--- src/rtl/uf2pe_pkg.sv ---
// Package for the UF2 payload extractor: result record, status codes,
// header offsets, magic words and default sizes. Depends on nothing.
`timescale 1ns / 1ps
`default_nettype none

package uf2pe_pkg;

   // Default geometry of one UF2 block
   localparam int BLOCK_BYTES_DEF   = 512;
   localparam int PAYLOAD_LIMIT_DEF = 476;
   localparam int HEADER_WORDS_DEF  = 8;

   // Depth of the queue between front and back
   localparam int QUEUE_DEPTH = 2;

   // Header layout: offsets of the last byte of each little-endian word
   localparam int MAGIC0_LAST_OFF = 3;
   localparam int MAGIC1_LAST_OFF = 7;
   localparam int SIZE_LAST_OFF   = 19;

   localparam logic [31:0] MAGIC_START0 = 32'h0A32_4655;
   localparam logic [31:0] MAGIC_START1 = 32'h9E5D_5157;

   typedef enum logic [1:0] {
      STATUS_OK         = 2'd0,
      STATUS_BAD_LENGTH = 2'd1,
      STATUS_NO_BLOCK   = 2'd2
   } status_type;

   // One result beat as it travels from front through queue to back
   typedef struct packed {
      logic [7:0] out_byte;
      logic       byte_valid;
      logic       finished;
      status_type status;
   } result_type;

endpackage

`default_nettype wire

--- src/rtl/uf2pe_req_if.sv ---
// Input channel of the UF2 payload extractor: one file byte per beat.
// Depends on nothing.
`timescale 1ns / 1ps
`default_nettype none

interface uf2pe_req_if;
   logic       valid;
   logic       ready;
   logic [7:0] in_byte;
   logic       end_of_file;

   modport source (output valid, output in_byte, output end_of_file, input ready);
   modport sink   (input valid, input in_byte, input end_of_file, output ready);
endinterface

`default_nettype wire

--- src/rtl/uf2pe_rsp_if.sv ---
// Result channel of the UF2 payload extractor: payload bytes and final status.
// Depends on uf2pe_pkg for the status type.
`timescale 1ns / 1ps
`default_nettype none

interface uf2pe_rsp_if;
   logic                 valid;
   logic                 ready;
   logic [7:0]           out_byte;
   logic                 byte_valid;
   logic                 finished;
   uf2pe_pkg::status_type status;

   modport source (output valid, output out_byte, output byte_valid,
                   output finished, output status, input ready);
   modport sink   (input valid, input out_byte, input byte_valid,
                   input finished, input status, output ready);
endinterface

`default_nettype wire

--- src/rtl/uf2pe_front.sv ---
// Front of the UF2 payload extractor: accepts file bytes, tracks the block
// header and classifies each byte. Depends on uf2pe_pkg and uf2pe_req_if.
`timescale 1ns / 1ps
`default_nettype none

module uf2pe_front #(
   parameter int BLOCK_BYTES   = uf2pe_pkg::BLOCK_BYTES_DEF,
   parameter int PAYLOAD_LIMIT = uf2pe_pkg::PAYLOAD_LIMIT_DEF,
   parameter int HEADER_WORDS  = uf2pe_pkg::HEADER_WORDS_DEF
) (
   input  wire logic             clock,
   input  wire logic             reset,
   uf2pe_req_if.sink             req,
   input  wire logic             queue_full,
   output logic                  push,
   output uf2pe_pkg::result_type push_data
);

   localparam int OFF_W = $clog2(BLOCK_BYTES);
   localparam int START = HEADER_WORDS * 4;
   localparam int END_W = $clog2(START + PAYLOAD_LIMIT + 1);
   localparam int CMP_W = (OFF_W > END_W) ? OFF_W : END_W;
   localparam logic [OFF_W-1:0] LAST_OFF = OFF_W'(BLOCK_BYTES - 1);

   logic [OFF_W-1:0] offset_ff, offset_in, offset_next;
   logic [23:0]      hist_ff, hist_in;
   logic             magic_ok_ff, magic_ok_in;
   logic             block_good_ff, block_good_in;
   logic [END_W-1:0] pay_end_ff, pay_end_in;
   logic             seen_ff, seen_in;

   logic        accept;
   logic [31:0] word;
   logic        size_hit;
   logic        byte_hit;
   logic        seen_now;

   assign req.ready = !queue_full;
   assign accept    = req.valid && req.ready;

   // Newest byte on top, as the header words are little-endian
   assign word = {req.in_byte, hist_ff};

   assign offset_next = (offset_ff == LAST_OFF) ? '0 : offset_ff + OFF_W'(1);

   assign size_hit = (offset_ff == OFF_W'(uf2pe_pkg::SIZE_LAST_OFF)) && magic_ok_ff &&
                     (word <= 32'(PAYLOAD_LIMIT));

   assign byte_hit = block_good_ff &&
                     (CMP_W'(offset_ff) >= CMP_W'(START)) &&
                     (CMP_W'(offset_ff) <  CMP_W'(pay_end_ff));

   assign seen_now = seen_ff || size_hit;

   always_comb begin
      offset_in     = offset_ff;
      hist_in       = hist_ff;
      magic_ok_in   = magic_ok_ff;
      block_good_in = block_good_ff;
      pay_end_in    = pay_end_ff;
      seen_in       = seen_ff;

      push_data.out_byte   = byte_hit ? req.in_byte : 8'd0;
      push_data.byte_valid = byte_hit;
      push_data.finished   = req.end_of_file;
      push_data.status     = uf2pe_pkg::STATUS_OK;
      if (req.end_of_file) begin
         if (offset_next != '0) begin
            push_data.status = uf2pe_pkg::STATUS_BAD_LENGTH;
         end else if (!seen_now) begin
            push_data.status = uf2pe_pkg::STATUS_NO_BLOCK;
         end
      end
      push = accept && (byte_hit || req.end_of_file);

      if (accept) begin
         hist_in   = word[31:8];
         offset_in = offset_next;
         if (offset_ff == '0) begin
            block_good_in = 1'b0;
         end
         if (offset_ff == OFF_W'(uf2pe_pkg::MAGIC0_LAST_OFF)) begin
            magic_ok_in = (word == uf2pe_pkg::MAGIC_START0);
         end
         if (offset_ff == OFF_W'(uf2pe_pkg::MAGIC1_LAST_OFF)) begin
            magic_ok_in = magic_ok_ff && (word == uf2pe_pkg::MAGIC_START1);
         end
         if (size_hit) begin
            block_good_in = 1'b1;
            pay_end_in    = END_W'(START) + word[END_W-1:0];
            seen_in       = 1'b1;
         end
         // Final byte: start over for the next file
         if (req.end_of_file) begin
            offset_in     = '0;
            magic_ok_in   = 1'b0;
            block_good_in = 1'b0;
            seen_in       = 1'b0;
         end
      end
   end

   always_ff @(posedge clock) begin
      if (reset) begin
         offset_ff     <= '0;
         magic_ok_ff   <= 1'b0;
         block_good_ff <= 1'b0;
         seen_ff       <= 1'b0;
      end else begin
         offset_ff     <= offset_in;
         magic_ok_ff   <= magic_ok_in;
         block_good_ff <= block_good_in;
         seen_ff       <= seen_in;
      end
   end

   always_ff @(posedge clock) begin
      hist_ff    <= hist_in;
      pay_end_ff <= pay_end_in;
   end

endmodule

`default_nettype wire

--- src/rtl/uf2pe_fifo.sv ---
// Short result queue between front and back of the UF2 payload extractor.
// Depends on uf2pe_pkg.
`timescale 1ns / 1ps
`default_nettype none

module uf2pe_fifo (
   input  wire logic                  clock,
   input  wire logic                  reset,
   input  wire logic                  push,
   input  wire uf2pe_pkg::result_type push_data,
   output logic                       full,
   input  wire logic                  pop,
   output logic                       head_valid,
   output uf2pe_pkg::result_type      head_data
);

   localparam int DEPTH = uf2pe_pkg::QUEUE_DEPTH;
   localparam int PTR_W = (DEPTH > 1) ? $clog2(DEPTH) : 1;
   localparam int CNT_W = $clog2(DEPTH + 1);
   localparam logic [PTR_W-1:0] LAST_PTR = PTR_W'(DEPTH - 1);

   uf2pe_pkg::result_type slot_ff [DEPTH];
   logic [PTR_W-1:0] wr_ptr_ff, wr_ptr_in;
   logic [PTR_W-1:0] rd_ptr_ff, rd_ptr_in;
   logic [CNT_W-1:0] count_ff, count_in;
   logic             do_push, do_pop;

   assign full       = (count_ff == CNT_W'(DEPTH));
   assign head_valid = (count_ff != '0);
   assign head_data  = slot_ff[rd_ptr_ff];
   assign do_push    = push && !full;
   assign do_pop     = pop && head_valid;

   always_comb begin
      wr_ptr_in = wr_ptr_ff;
      rd_ptr_in = rd_ptr_ff;
      count_in  = count_ff;
      if (do_push) begin
         wr_ptr_in = (wr_ptr_ff == LAST_PTR) ? '0 : wr_ptr_ff + PTR_W'(1);
      end
      if (do_pop) begin
         rd_ptr_in = (rd_ptr_ff == LAST_PTR) ? '0 : rd_ptr_ff + PTR_W'(1);
      end
      case ({do_push, do_pop})
         2'b10:   count_in = count_ff + CNT_W'(1);
         2'b01:   count_in = count_ff - CNT_W'(1);
         default: count_in = count_ff;
      endcase
   end

   always_ff @(posedge clock) begin
      if (reset) begin
         wr_ptr_ff <= '0;
         rd_ptr_ff <= '0;
         count_ff  <= '0;
      end else begin
         wr_ptr_ff <= wr_ptr_in;
         rd_ptr_ff <= rd_ptr_in;
         count_ff  <= count_in;
      end
   end

   always_ff @(posedge clock) begin
      if (do_push) begin
         slot_ff[wr_ptr_ff] <= push_data;
      end
   end

endmodule

`default_nettype wire

--- src/rtl/uf2pe_back.sv ---
// Back of the UF2 payload extractor: drains the queue into the output
// register that drives the result channel. Depends on uf2pe_pkg, uf2pe_rsp_if.
`timescale 1ns / 1ps
`default_nettype none

module uf2pe_back (
   input  wire logic                  clock,
   input  wire logic                  reset,
   input  wire logic                  head_valid,
   input  wire uf2pe_pkg::result_type head_data,
   output logic                       pop,
   uf2pe_rsp_if.source                rsp
);

   logic                  rsp_valid_ff, rsp_valid_in;
   uf2pe_pkg::result_type rsp_data_ff, rsp_data_in;
   logic                  load;

   // Refill the output register when it is empty or being drained
   assign load = !rsp_valid_ff || rsp.ready;
   assign pop  = head_valid && load;

   always_comb begin
      rsp_valid_in = load ? head_valid : rsp_valid_ff;
      rsp_data_in  = pop ? head_data : rsp_data_ff;
   end

   always_ff @(posedge clock) begin
      if (reset) begin
         rsp_valid_ff <= 1'b0;
      end else begin
         rsp_valid_ff <= rsp_valid_in;
      end
   end

   always_ff @(posedge clock) begin
      rsp_data_ff <= rsp_data_in;
   end

   assign rsp.valid      = rsp_valid_ff;
   assign rsp.out_byte   = rsp_data_ff.out_byte;
   assign rsp.byte_valid = rsp_data_ff.byte_valid;
   assign rsp.finished   = rsp_data_ff.finished;
   assign rsp.status     = rsp_data_ff.status;

endmodule

`default_nettype wire

--- src/rtl/uf2_payload_extractor.sv ---
// UF2 payload extractor, top level: front, result queue and back.
// Depends on uf2pe_pkg, uf2pe_req_if, uf2pe_rsp_if and the uf2pe_* modules.
//
// Usage:
//   req_bus carries the UF2 file one byte per beat; end_of_file marks the
//   last byte. rsp_bus carries one beat per payload byte of each valid block
//   (byte_valid = 1) and one beat for the last file byte (finished = 1) with
//   status: OK, BAD_LENGTH (file not a whole number of blocks) or NO_BLOCK.
//   Both may sit on one beat. Bytes without a result produce no beat.
//   Payload bytes go out before the status is known; drop the stream when
//   the final status is not OK.
// Timing:
//   One byte per cycle sustained while the queue is not full. A result beat
//   is written into the queue by the edge that accepts its byte, and moves
//   from there into the output register.
//   When the receiver stalls, hold the output beat; the two-entry queue
//   keeps taking results and req_bus.ready drops only once the queue is full.
// Reset:
//   Synchronous reset empties queue and output register and starts a new
//   file. After each final byte the header tracking returns to its reset
//   state as well, so the next byte begins a new file.
`timescale 1ns / 1ps
`default_nettype none

module uf2_payload_extractor #(
   parameter int BLOCK_BYTES   = uf2pe_pkg::BLOCK_BYTES_DEF,
   parameter int PAYLOAD_LIMIT = uf2pe_pkg::PAYLOAD_LIMIT_DEF,
   parameter int HEADER_WORDS  = uf2pe_pkg::HEADER_WORDS_DEF
) (
   input  wire logic   clock,
   input  wire logic   reset,
   uf2pe_req_if.sink   req_bus,
   uf2pe_rsp_if.source rsp_bus
);

   logic                  queue_full;
   logic                  push;
   uf2pe_pkg::result_type push_data;
   logic                  pop;
   logic                  head_valid;
   uf2pe_pkg::result_type head_data;

   // Front: track block offset and header, classify every byte
   uf2pe_front #(
      .BLOCK_BYTES   (BLOCK_BYTES),
      .PAYLOAD_LIMIT (PAYLOAD_LIMIT),
      .HEADER_WORDS  (HEADER_WORDS)
   ) u_front (
      .clock      (clock),
      .reset      (reset),
      .req        (req_bus),
      .queue_full (queue_full),
      .push       (push),
      .push_data  (push_data)
   );

   // Queue: decouple byte intake from result delivery
   uf2pe_fifo u_fifo (
      .clock      (clock),
      .reset      (reset),
      .push       (push),
      .push_data  (push_data),
      .full       (queue_full),
      .pop        (pop),
      .head_valid (head_valid),
      .head_data  (head_data)
   );

   // Back: present queued beats on the result channel
   uf2pe_back u_back (
      .clock      (clock),
      .reset      (reset),
      .head_valid (head_valid),
      .head_data  (head_data),
      .pop        (pop),
      .rsp        (rsp_bus)
   );

   // Every beat carries a payload byte, a final status, or both
   a_beat_not_empty: assert property (@(posedge clock) disable iff (reset)
      rsp_bus.valid |-> (rsp_bus.byte_valid || rsp_bus.finished))
      else $error("result beat carries neither byte nor status");

   // Status stays OK on beats that do not end the file
   a_status_only_final: assert property (@(posedge clock) disable iff (reset)
      (rsp_bus.valid && !rsp_bus.finished) |-> (rsp_bus.status == uf2pe_pkg::STATUS_OK))
      else $error("status set on a non-final beat");

   // Unused byte field reads zero
   a_byte_zero: assert property (@(posedge clock) disable iff (reset)
      (rsp_bus.valid && !rsp_bus.byte_valid) |-> (rsp_bus.out_byte == 8'd0))
      else $error("out_byte nonzero without byte_valid");

   // Reset leaves no stale beat on the result channel
   a_reset_clears: assert property (@(posedge clock)
      $past(reset) |-> !rsp_bus.valid)
      else $error("result valid right after reset");

endmodule

`default_nettype wire

--- src/flat_wrapper.sv ---
// flat-port wrapper written by rule: the top's interface ports become plain ports
module uf2_payload_extractor_flat 
#(
   parameter int BLOCK_BYTES   = uf2pe_pkg::BLOCK_BYTES_DEF,
   parameter int PAYLOAD_LIMIT = uf2pe_pkg::PAYLOAD_LIMIT_DEF,
   parameter int HEADER_WORDS  = uf2pe_pkg::HEADER_WORDS_DEF
)
  (clock, reset, req_bus_valid, req_bus_in_byte, req_bus_end_of_file, req_bus_ready, rsp_bus_valid, rsp_bus_out_byte, rsp_bus_byte_valid, rsp_bus_finished, rsp_bus_status, rsp_bus_ready);
  uf2pe_req_if req_bus_i ();
  uf2pe_rsp_if rsp_bus_i ();
  input  wire logic clock;
  input  wire logic reset;
  input wire logic [$bits(req_bus_i.valid)-1:0] req_bus_valid;
  input wire logic [$bits(req_bus_i.in_byte)-1:0] req_bus_in_byte;
  input wire logic [$bits(req_bus_i.end_of_file)-1:0] req_bus_end_of_file;
  output wire logic [$bits(req_bus_i.ready)-1:0] req_bus_ready;
  output wire logic [$bits(rsp_bus_i.valid)-1:0] rsp_bus_valid;
  output wire logic [$bits(rsp_bus_i.out_byte)-1:0] rsp_bus_out_byte;
  output wire logic [$bits(rsp_bus_i.byte_valid)-1:0] rsp_bus_byte_valid;
  output wire logic [$bits(rsp_bus_i.finished)-1:0] rsp_bus_finished;
  output wire logic [$bits(rsp_bus_i.status)-1:0] rsp_bus_status;
  input wire logic [$bits(rsp_bus_i.ready)-1:0] rsp_bus_ready;
  assign req_bus_i.valid = req_bus_valid;
  assign req_bus_i.in_byte = req_bus_in_byte;
  assign req_bus_i.end_of_file = req_bus_end_of_file;
  assign req_bus_ready = req_bus_i.ready;
  assign rsp_bus_valid = rsp_bus_i.valid;
  assign rsp_bus_out_byte = rsp_bus_i.out_byte;
  assign rsp_bus_byte_valid = rsp_bus_i.byte_valid;
  assign rsp_bus_finished = rsp_bus_i.finished;
  assign rsp_bus_status = rsp_bus_i.status;
  assign rsp_bus_i.ready = rsp_bus_ready;
  uf2_payload_extractor #(.BLOCK_BYTES(BLOCK_BYTES), .PAYLOAD_LIMIT(PAYLOAD_LIMIT), .HEADER_WORDS(HEADER_WORDS)) u_core (.clock(clock), .reset(reset), .req_bus(req_bus_i), .rsp_bus(rsp_bus_i));
endmodule
--- config.mk ---
export PLATFORM = sky130hd
export DESIGN_NAME = uf2_payload_extractor_flat
export DESIGN_NICKNAME = d
export VERILOG_FILES = /design/src/rtl/uf2pe_pkg.sv /design/src/rtl/uf2pe_req_if.sv /design/src/rtl/uf2pe_rsp_if.sv /design/src/rtl/uf2pe_front.sv /design/src/rtl/uf2pe_fifo.sv /design/src/rtl/uf2pe_back.sv /design/src/rtl/uf2_payload_extractor.sv /design/src/flat_wrapper.sv
export SDC_FILE = /design/constraint.sdc
export NUM_CORES = 1
export LEC_CHECK = 0
export BUFFER_PORTS_ARGS = -buffer_cell sky130_fd_sc_hd__buf_2
export CORE_ASPECT_RATIO = 1.5
export CORE_MARGIN = 2
export CORE_UTILIZATION = 56
export CTS_BUF_LIST = sky130_fd_sc_hd__clkbuf_4 sky130_fd_sc_hd__clkbuf_8
export DETAILED_ROUTE_END_ITERATION = 16
export GPL_TIMING_DRIVEN = 0
export PLACE_DENSITY = 0.78
export REMOVE_ABC_BUFFERS = 1
export SLEW_MARGIN = 20
export SYNTH_ARGS = -nofsm -noshare
export SYNTH_HDL_FRONTEND = slang
export SYNTH_HIERARCHICAL = 1
export SYNTH_SLANG_ARGS = --single-unit
--- constraint.sdc ---
create_clock -name clock -period 2.8 [get_ports clock]
set_clock_uncertainty 0.15 [all_clocks]
set_input_delay 0.42 -clock clock [delete_from_list [all_inputs] [get_ports clock]]
set_output_delay 0.42 -clock clock [all_outputs]
set_load 0.005 [all_outputs]
# Yosys cells after proc, flatten, opt, wreduce, memory -nomap -nowiden
# Memory sizes are Yosys's and may differ from the RTL's. A register that Yosys moved wholly into a read port is not among the register bits.
# Index checks and enable logic that the tools add are counted.
[totals]
ff_bits = 50
ramBits = 24
wordCells = 74
memories = 1
input_bits = 13
output_inout_bits = 14
[classes]
addsub = 6
reduce_logical = 26
n_lt_le_gt_ge = 3
muxes = 19
n_eq_ne = 9
[memory_table]
columns = ["name", "words", "word_bits", "read_ports", "rd_ports_with_merged_regs", "write_ports", "line", "rtl"]
rows = [
  ["u_core.u_fifo.slot_ff", 2, 12, 1, 1, 1, "uf2pe_fifo.sv:22", "uf2pe_pkg::result_type slot_ff [DEPTH];"],
]
[op_table]
columns = ["op", "count"]
rows = [
  ["$eq 32x28->1 const B", 1],
  ["$eq 32x32->1 const B", 1],
  ["$le 32x9->1 const B", 1],
  ["$mux 9", 2],
  ["$mux 1", 12],
  ["$logic_and 1x1->1", 10],
  ["$add 6x9->9 const A", 1],
  ["$add 9x1->9 const B", 1],
  ["$eq 9x2->1 const B", 1],
  ["$eq 9x3->1 const B", 1],
  ["$eq 9x5->1 const B", 1],
  ["$eq 9x9->1 const B", 1],
  ["$ge 9x6->1 const B", 1],
  ["$logic_not 9->1", 1],
  ["$lt 9x9->1", 1],
  ["$reduce_bool 9->1", 1],
  ["$mux 8", 1],
  ["$reduce_and 2->1", 4],
  ["$mux 2", 3],
  ["$reduce_bool 2->1", 3],
  ["$reduce_bool 3->1", 2],
  ["$eq 2x2->1 const B", 2],
  ["$pmux 2 s2", 1],
  ["$logic_or 1x1->1", 3],
  ["other kinds (5)", 7],
]

# Depth between registers and ports, before layout
[logic_depth]
depth_word = 8
ltp_mapped = 12
ltp_nobuf = 12

# Modules after synthesis
# The synthesis kept the hierarchy.
[by_module_without_submodules]
columns = ["module", "area_each_um2", "cells_each", "n_inst"]
rows = [
  ["uf2pe_front", 2278.4, 220, 1],
  ["uf2pe_fifo", 1087.3, 63, 1],
  ["uf2pe_back", 415.4, 17, 1],
]

# Worst setup path after synthesis
# OpenSTA, ideal clock, no wires.
[synth_path]
path_type = "reg2reg"
from = "register u_core.u_fifo.count_ff[0]"
to = "register u_core.u_fifo.count_ff[1]"
setup_time_ps = 70
path_buffers = 1
stages_incl_launch_ff = 12
setup_slack_ps = -156
arrival_time_ps = 2736
cell_sequence = "dfxtp_1 nand2b_2 inv_2 nand2b_1 clkbuf_1 clkinv_1 o21ai_0 a31oi_1 nand2_1 ha_1 or3_1 a21oi_1"
[synth_via]
elab_chain_len = 7
[synth_rtl]
columns = ["item", "line", "rtl"]
rows = [
  ["start, declared", "uf2pe_fifo.sv:25", "logic [CNT_W-1:0] count_ff, count_in;"],
  ["start signal, assigned", "uf2pe_fifo.sv:59", "count_ff <= count_in;"],
  ["$eq 2x2->1 (*)", "uf2pe_fifo.sv:28", "assign full = (count_ff == CNT_W'(DEPTH));"],
  ["net u_core.queue_full", "uf2_payload_extractor.sv:36", "logic queue_full;"],
  ["$logic_not 1->1 (*)", "uf2pe_front.sv:38", "assign req.ready = !queue_full;"],
  ["$logic_and 1x1->1 (*)", "uf2pe_front.sv:39", "assign accept = req.valid && req.ready;"],
  ["net u_core.u_front.accept", "uf2pe_front.sv:32", "logic accept;"],
  ["$logic_and 1x1->1 (*)", "uf2pe_front.sv:74", "push = accept && (byte_hit || req.end_of_file);"],
  ["net u_core.push", "uf2_payload_extractor.sv:37", "logic push;"],
  ["$logic_and 1x1->1 (*)", "uf2pe_fifo.sv:31", "assign do_push = push && !full;"],
  ["$eq 2x1->1 / $eq 2x2->1 (equally long branches)", "uf2pe_fifo.sv:44", "case ({do_push, do_pop})"],
  ["$pmux 2 s2 / $reduce_bool 2->1 (equally long branches)", "-", ""],
]
# The timed path passes the listed nets; every way through them passes the cells marked *.
# A chain may end at the register's enable or synchronous reset.

# Worst setup path after layout
[layout_path]
from = "register u_core.u_front.offset_ff[2]"
to = "memory u_core/u_fifo/slot_ff[0][0] (netlist name), enable pin"
[layout_via]
elab_chain_len = 8
[layout_rtl]
columns = ["item", "line", "rtl"]
rows = [
  ["start, declared", "uf2pe_front.sv:25", "logic [OFF_W-1:0] offset_ff, offset_in, offset_next;"],
  ["start signal, assigned", "uf2pe_front.sv:110", "offset_ff <= offset_in;"],
  ["$ge 9x6->1", "uf2pe_front.sv:50", "(CMP_W'(offset_ff) >= CMP_W'(START)) &&"],
  ["$logic_and 1x1->1", "uf2pe_front.sv:49", "assign byte_hit = block_good_ff &&"],
  ["$logic_and 1x1->1 (*)", "uf2pe_front.sv:50", ""],
  ["$logic_or 1x1->1 (*)", "uf2pe_front.sv:74", ""],
  ["$logic_and 1x1->1 (*)", "uf2pe_front.sv:74", ""],
  ["net u_core.push", "uf2_payload_extractor.sv:37", ""],
  ["$logic_and 1x1->1 (*)", "uf2pe_fifo.sv:31", ""],
  ["$mux 1 (*)", "uf2pe_fifo.sv:64", "if (do_push) begin"],
  ["$mux 1 (not written as such) (*)", "uf2pe_fifo.sv:65", "slot_ff[wr_ptr_ff] <= push_data;"],
  ["end, declared", "uf2pe_fifo.sv:22", ""],
]
# Marks and branches as above.

==> reports/results.tsv <==
metric	value	unit
cp_slowest_cell	or3_1	
numPortBuffers	26	
tightest_slew	680.0	ps
numCtsBuffers	9	
postRouteAntennaNets	0	
p_leak	1.532	nW
dr.first_iter.drc_count	101	
crit_fanout	9	
status	finished, final reports clean	
use_met3	0.05786	
via_count	2387	
syn_to_final_growth	12.11	%
grt_max_degree	17	
cts_root_buf	clkbuf_8	
syn-instance-count	300	
ys_top_cells_by_count	edfxtp_1 (69), nor2_1 (31), dfxtp_1 (18), inv_1 (18), nand2_1 (18)	
synth_area	3781	sq um
cpMostUsedCell	a21oi_1	
finalSetupViolations	0	
clk-insertion-delay-late	350	ps
viasPerCell	5.780	
cts.sinks	87	
ctsHoldBuffers	0	
rows	36	
period_share	0.9502	
drv_slew	0	
synth_top_area_share	0.5480	
ctsLongestPathBuffers	2	
hold_slack	141.8	ps
hp-class	input pin to register	
tritoncts	yes	
wl_per_cell	16.25	um
startpoint	u_core/u_front/offset_ff[2]	
diodes	0	
dp.cells	394	
yosys_warnings	6	
hp-start	req_bus_in_byte[5]	
async_flop_share	0	
hold_violations	0	
cp.arrival	2570	ps
drcViolationCount	0	
rrSetupSlack	140	ps
yosys-top-cells-area	edfxtp_1 (55%), dfxtp_1 (9.5%), ha_1 (4.3%)	
antenna_found_initial	0	
rr_startpoint	u_core/u_front/offset_ff[2]	
seq_area_frac_synth	0.6433	
dieArea	7439	sq um
synth.distinct_cells	48	
max-vdd-ir-drop	0.4464	mV
grt_use_met1	0.1927	
ios	27	
endpoint_kind	register	
ys_seq_elements	87	
power.density	630.1	nW/um^2
grtUsageTotal	0.1922	
worstSetupStartpointType	register	
rsz0062_at_grt	false	
dr.pass1.iters	4	
critical_path_class	register to register	
synthFlopType	edfxtp_1	
maxCapViolCount	0	
syn_area_per_cell	12.60	sq um
routed_wl	6.713	mm
dp_slack	-712.1	ps
relSlewSlack	0.5447	
cts_max_level	3	
critical_path_required	2710	ps
grtUsageMet2	0.3491	
setup_slack	139.5	ps
post-dp-hpwl	4.675	mm
cpPeakStageDelay	470	ps
grt_first_pass_wirelength	10.81	mm
grt_overflow	0	
fin_nets	358	
synth-edff-count	69	
finalCriticalPeriod	2661	ps
instances_no_fill	413	
die_x	71.09	um
top_usage_layer	met2	
initial_core_util	0.5789	
clkSlewWorstSetupHoldPaths	80	ps
drive_above_1_share	0.2463	
gp_congestion	0.8146	
coreArea	6531	sq um
clock.fmax	375.9	MHz
fin_util	0.6490	
worstPathCellList	ha_1 -> a21oi_1 -> o21ai_0 -> a21oi_1 -> nand2_1 -> a31oi_2 -> inv_1 -> or3_1 -> clkinvlp_4	
die_h	104.6	um
yosysTopAreaCell	edfxtp_1	
synth_most_common_cell	edfxtp_1	
grt_pass1_vias	2377	
==> cells in the final DEF (no fill, tap or decap), types with 2 or more instances in the layout <==
master      Yosys  layout
or2_2           3       3
a21oi_1        16      16
inv_1          18      17
nand2b_1        5       4
nand2_1        18      18
clkinv_1        1       3
mux2_2         12      12
xor2_1          2       2
o21ai_0        13      13
o21a_1          3       3
ha_1           13      12
nand2b_4        1       2
and3_1          3       3
edfxtp_1       69      69
nor2_1         31      30
dfxtp_1        18      13
clkinvlp_4      0       4
a22oi_1         4       4
nand3_1        10       9
clkbuf_8        0       9
nand4_1         7       7
nor4_1          5       4
nor2b_1         4       4
xnor2_1         3       3
nor3_1          4       4
buf_2           1      26
a31oi_1         4       3
or3_1           4       4
nor4_2          2       2
dfxtp_2         0       5
==> stage by stage <==
step	setup TNS, ps	instance area (sq um)	power [W]
after floorplan	-733.0	3742	0.001823
after global placement	-16250	3968	0.001932
after detailed placement	-16490	3968	0.001945
after CTS	0	4170	0.002692
after global routing	0	4239	0.002788
final	0	4239	0.002671
==> routing by layer <==
layer / vias to the layer above / routed length (um)
met5: - / 0
met1: 1138 / 2602
met3: 15 / 264
met4: 0 / 172
met2: 61 / 3674
li1: 1173 / -
==> what timing repair did <==
| item | CTS | global route |
|---|---|---|
| gates resized for setup | 10 | 12 |
| buffers inserted | 0 | 1 |
| endpoints found under the hold margin | 0 | 0 |
| setup endpoints to repair | 35 | 30 |
| gates cloned | 1 | 1 |
==> critical path, delay by kind of cell, from the launching register on <==
| family | cells | cell delay (ps) |
|---|---|---|
| flip-flops | 1 | 440 |
| AO/OA/AOI/OAI | 4 | 670 |
| buffers and inverters | 2 | 260 |
| adder cells (fa/ha/maj) | 1 | 280 |
| AND/OR/NAND/NOR | 2 | 560 |
==> cell type report <==
type                    instances  area, sq um
clock buffers                  10        131.4
clock inverters                 6        35.03
fillers                       495         2292
inverters                      20        86.33
multi-input cells             185         1303
flip-flops and latches         87         2439
well taps                      76        95.09
repair buffers                 27        137.6
repair inverters                2        12.51
==> power by group <==
| group | internal, W | total, W | leakage [nW] | switching [W] |
|---|---|---|---|---|
| clock network | 0.000326 | 0.000739 | 0.0788 | 0.000413 |
| logic | 0.000138 | 0.000311 | 0.640 | 0.000173 |
| registers | 0.00155 | 0.00162 | 0.813 | 0.0000728 |
==> cells by family (layout without fill, tap and decap cells) <==
kind of cell / after synthesis / count (layout) / share of synthesized area
flip-flops: 87 / 87 / 0.6433
XOR/XNOR: 5 / 5 / 0.01158
buffers and inverters: 28 / 65 / 0.03010
AND/OR/NAND/NOR: 108 / 108 / 0.1618
adder cells (fa/ha/maj): 13 / 13 / 0.04302
multiplexers: 12 / 12 / 0.03574
AO/OA/AOI/OAI: 47 / 47 / 0.07446
==> flip-flops by register name (all words and copies together) (netlist names), named ones only <==
name and flops:
u_core/u_fifo/slot_ff 24, u_core/u_front/hist_ff 24, u_core/u_front/offset_ff 9, u_core/u_front/pay_end_ff 9, u_core/u_back/rsp.out_byte 8, u_core/u_back/rsp.status 2
u_core/u_fifo/count_ff 2, u_core/u_back/rsp.byte_valid 1, u_core/u_back/rsp.finished 1, u_core/u_back/rsp.valid 1, u_core/u_fifo/rd_ptr_ff 1, u_core/u_fifo/wr_ptr_ff 1
u_core/u_front/block_good_ff 1, u_core/u_front/magic_ok_ff 1, u_core/u_front/seen_ff 1
==> path summary, 6_finish.rpt <==
kind	end	cells after the start
worst min register to register	u_core/u_front/hist_ff[5]	0
worst max-delay path	u_core/u_fifo/slot_ff[0][0]	9
worst max register to register	u_core/u_fifo/slot_ff[0][0]	9
worst min-delay path	u_core/u_front/hist_ff[21]	1
(Power assumes the default switching activity.)
